<file path="src/rtl/pied_ram.sv">
// Generic single-write, single-read RAM with registered read data.
module pied_ram #(
   parameter int WIDTH = 8,
   parameter int DEPTH = 16
) (
   input  logic                                 clock,
   input  logic                                 wr_en,
   input  logic [(DEPTH > 1 ? $clog2(DEPTH) : 1)-1:0] wr_addr,
   input  logic [WIDTH-1:0]                     wr_data,
   input  logic                                 rd_en,
   input  logic [(DEPTH > 1 ? $clog2(DEPTH) : 1)-1:0] rd_addr,
   output logic [WIDTH-1:0]                     rd_data
);

   logic [WIDTH-1:0] mem_ff [DEPTH];
   logic [WIDTH-1:0] rd_data_ff;

   always_ff @(posedge clock) begin
      if (wr_en) begin
         mem_ff[wr_addr] <= wr_data;
      end
      if (rd_en) begin
         rd_data_ff <= mem_ff[rd_addr];
      end
   end

   assign rd_data = rd_data_ff;

endmodule

</file>
<file path="config.mk">
export PLATFORM = sky130hd
export DESIGN_NAME = pied_ram
export DESIGN_NICKNAME = d
export VERILOG_FILES = /design/src/rtl/pied_ram.sv
export SDC_FILE = /design/constraint.sdc
export NUM_CORES = 1
export LEC_CHECK = 0
export BUFFER_PORTS_ARGS = -buffer_cell sky130_fd_sc_hd__buf_2
export CAP_MARGIN = 5
export CORE_MARGIN = 4
export CORE_UTILIZATION = 54
export DETAILED_ROUTE_END_ITERATION = 8
export PLACE_DENSITY = 0.72
export SETUP_SLACK_MARGIN = 0.1
export SYNTH_ARGS = -nofsm -noshare
export SYNTH_HDL_FRONTEND = slang
export SYNTH_SLANG_ARGS = --single-unit
export TNS_END_PERCENT = 1
</file>
<file path="constraint.sdc">
create_clock -name clock -period 2.4 [get_ports clock]
set_input_delay 0.24 -clock clock [delete_from_list [all_inputs] [get_ports clock]]
set_output_delay 0.24 -clock clock [all_outputs]
set_load 0.005 [all_outputs]
</file>
== After elaboration in Yosys (flattened, before gate mapping) ==
Memory sizes are Yosys's and may differ from the RTL's. A register that Yosys moved wholly into a read port is not among the register bits.
Index checks and enable logic that the tools add are counted.
Storage, ports and cells
  bits in registers: 0
  memory bits (writable): 128
  bits of input ports: 19
  output and inout bits: 8
  word-level logic and storage cells: 3
  memories: 1
Cells by class
  mux-type cells: 2
Memories
  mem_ff: words 16, bits a word 8, read ports 1, clocked after Yosys merged registers in 1, write ports 1, line 15  | logic [WIDTH-1:0] mem_ff [DEPTH];
Operator list (count)
  1-bit two-way mux: 2

== Logic depth before layout (Yosys ltp) ==
  word-level depth: 2
  depth in mapped cells: 5
  gate-level depth less buffers: 3

== Worst setup path before layout ==
Ideal clock, no wire load.
  kind: in2reg
  start: in wr_addr[2] (netlist bit)
  end: mem mem_ff[0][0] (enable)
  library setup time: 0.383 ns
  data arrival time: 1.350 ns
  required time: 2.017 ns
  path slack: 0.667 ns
  stages: 2
  buffers on the path: 0
  path through: or3b_2 > nor3_1
RTL lines
  start: declaration: line 8  | input logic [(DEPTH > 1 ? $clog2(DEPTH) : 1)-1:0] wr_addr,
  end: declaration: line 15
No word-level cell before the write port.

==> results.yml <==
die:
  die_h_um: 106.4
  core_um2: 9328
  initial_core_util_pct: 56.04
  die-width_um: 106.4
  dieArea_um2: 11320
  num_rows: 35
  ios: 27
detailed_routing:
  drc_errors: 0
  wirelength_mm: 9.555
  viasPerCell: 5.853
  drtIter0Drc: 177
  drt_pass1_iterations: 4
  num_vias: 2464
  routedWlPerCell_um: 22.70
  antenna_left: 0
synth:
  synthCells: 229
  synth_top_area_share_pct: 78.12
  yosysSeqAreaShare_pct: 78.12
  synth.area.top_cells: "edfxtp_1 (78%), mux4_2 (7.8%), mux4_1 (7.0%)"
  synth_edf_count: 136
  synth_cell_types: 18
  syn_area_per_cell_um2: 22.83
  yosys_warnings: 0
  ys_seq_elements: 136
  async_flop_share_pct: 0
  synth_common_cells: "edfxtp_1 (136), mux4_2 (18), a22oi_1 (16), mux4_1 (14), nor2_1 (13)"
  yosys.area.top_type: "edfxtp_1"
  dominantRegCellSynth: "edfxtp_1"
  yosysMostFrequentCell: "edfxtp_1"
  syn_nets: 248
  syn_area_um2: 5228
global_route:
  grt_max_degree: 27
  grt_usage_pct: 18.64
  antenna_found_initial: 0
  grt_pass1_vias: 2523
  overflow: 0
  grt_pass1_wl_mm: 14.88
place:
  place_congestion: 0.7503
  hpwlAfterDp_mm: 6.060
  dp.cells: 391
  port_buffers: 26
final_layout:
  drive_gt1_share_pct: 30.14
  area_growth_pct: 17.21
  n_antenna_cell: 0
  multiInputGateArea_um2: 1057
  nets: 300
  fin_cells: 421
  seqCellArea_um2: 4084
  fillCellCount: 591
  utilization_pct: 65.69
sta:
  max-slew-margin-rel_pct: 49.01
  slew_viol_final: 0
  max_freq_mhz: 666.1
  final.setup.tns_ns: 0
  timing.final.crit_share_pct: 62.55
  finClkSkew_ns: 0.006631
  tightest_slew_ns: 0.7632
  setup_violations: 0
  period_minus_slack_ns: 1.501
  rsz0062_at_grt: "no"
  finalHoldViolations: 0
setup_path:
  crit_required_ns: 2.65
  r2r_cells: 3
  critPathMaxFanout: 1
  critical_path_class: "reg2reg"
  r2r-end: "rd_data[0]$_DFFE_PP_"
  critPathLaunchType: "register"
  rrSetupSlack_ns: 0.90
  r2r-start: "mem_ff[1][0]$_DFFE_PP_"
  cp.arrival_ns: 1.75
  endpoint_kind: "register"
clock_network:
  post_cts_buffers: 0
  clock_path_buffers: 2
  path_clk_slew_ns: 0.06
  cts_buffers: 17
  htreeDepth: 4
  clock_sinks: 136
  hold_buffers: 0
  clk_latency_ns: 0.51
  ctsResizeCount: 0
  cts_root_buffer: "clkbuf_8"
  cts_tree: "yes"
power_and_ir_drop:
  design_power_total_mw: 5.239
  irDropWorstVdd_v: 0.0005847
  power.leakage_nw: 2.071
  powerDensity_nw_per_um2: 855.0
min_path:
  hp-start: "wr_data[4]"
  whs_path_depth: 1
  holdPathEnd: "mem_ff[11][4]$_DFFE_PP_"
  hold_path_class: "in2reg"
status:
  outcome: "completed"
job:
  max-cap-violations: 0
==> critical path: stages (launching register included) <==
cell and delay, ns:
edfxtp_1 0.36, mux4_1 0.50, a22oi_1 0.30, nand2_1 0.09
==> where the power goes <==
part	leakage [nW]	internal (mW)	switching [mW]	total (mW)
Clock	0.258	1.44	0.867	2.31
Combinational	0.577	0.106	0.136	0.242
Sequential	1.24	2.68	0.0128	2.69
==> cells in the final DEF, fill, tap and decap left out, drive strengths merged <==
cell type,Yosys,routed
clkinvlp,0,2
nor3,4,4
and2b,1,1
clkinv,0,8
nor2b,1,1
clkbuf,0,18
edfxtp,136,136
mux4,32,32
and2,1,1
nor2,13,13
nand2b,2,2
nand2,9,9
bufinv,0,2
nand3,1,1
or3b,1,1
a22oi,16,16
nand3b,2,2
buf,7,43
==> through the flow <==
| step | hold WS [ns] | area, um^2 | setup WS (ns) |
|---|---|---|---|
| floorplan | 0.3389 | 5228 | 0.6671 |
| global placement | 0.6091 | 5598 | 0.3950 |
| detailed placement | 0.6259 | 5598 | 0.4103 |
| CTS | 0.08999 | 6127 | 0.9117 |
| global route | 0.09173 | 6127 | 0.8283 |
| finish | 0.1055 | 6127 | 0.8988 |
==> cells by family (layout without fill, tap and decap cells) <==
kind of cell | Yosys count | in the layout | share of synthesized area [%]
DFF | 136 | 136 | 78.12
and+or+nand+nor | 35 | 35 | 3.136
muxes | 32 | 32 | 14.79
AOI/OAI and AO/OA | 16 | 16 | 2.298
buffers and inverters | 10 | 73 | 1.651
==> sequential cells by signal (all words and copies together) (netlist names) <==
signal / flops
mem_ff: 128
rd_data: 8
==> worst max path at each step <==
stage                           start                endpoint  slack [ns]  cells past startpoint
3_5_place_dp               rd_addr[0]    rd_data[0]$_DFFE_PP_        0.41                      5
4_1_cts        mem_ff[1][0]$_DFFE_PP_    rd_data[0]$_DFFE_PP_        0.91                      3
3_3_place_gp               rd_addr[0]    rd_data[0]$_DFFE_PP_        0.40                      5
6_report       mem_ff[1][0]$_DFFE_PP_    rd_data[0]$_DFFE_PP_        0.90                      3
2_1_floorplan              wr_addr[2]  mem_ff[0][0]$_DFFE_PP_        0.67                      2
5_1_grt        mem_ff[1][0]$_DFFE_PP_    rd_data[0]$_DFFE_PP_        0.83                      3
==> final cells by class <==
type                       instances  area share [%]
clock inverter                    12           1.817
clock buffer                      18           6.821
tap                              129           2.634
sequential                       136           66.65
multi-input combinational         83           17.26
timing repair buffer              43           4.819
==> metal layers <==
| layer | GRT usage [%] | wire length (um) |
|---|---|---|
| met1 | 26.17 | 4205 |
| met2 | 29.14 | 4734 |
| met3 | 4.918 | 536 |
| met4 | 5.550 | 78 |
| met5 | 0 | 0 |
Power figures use the tool's default switching activity.
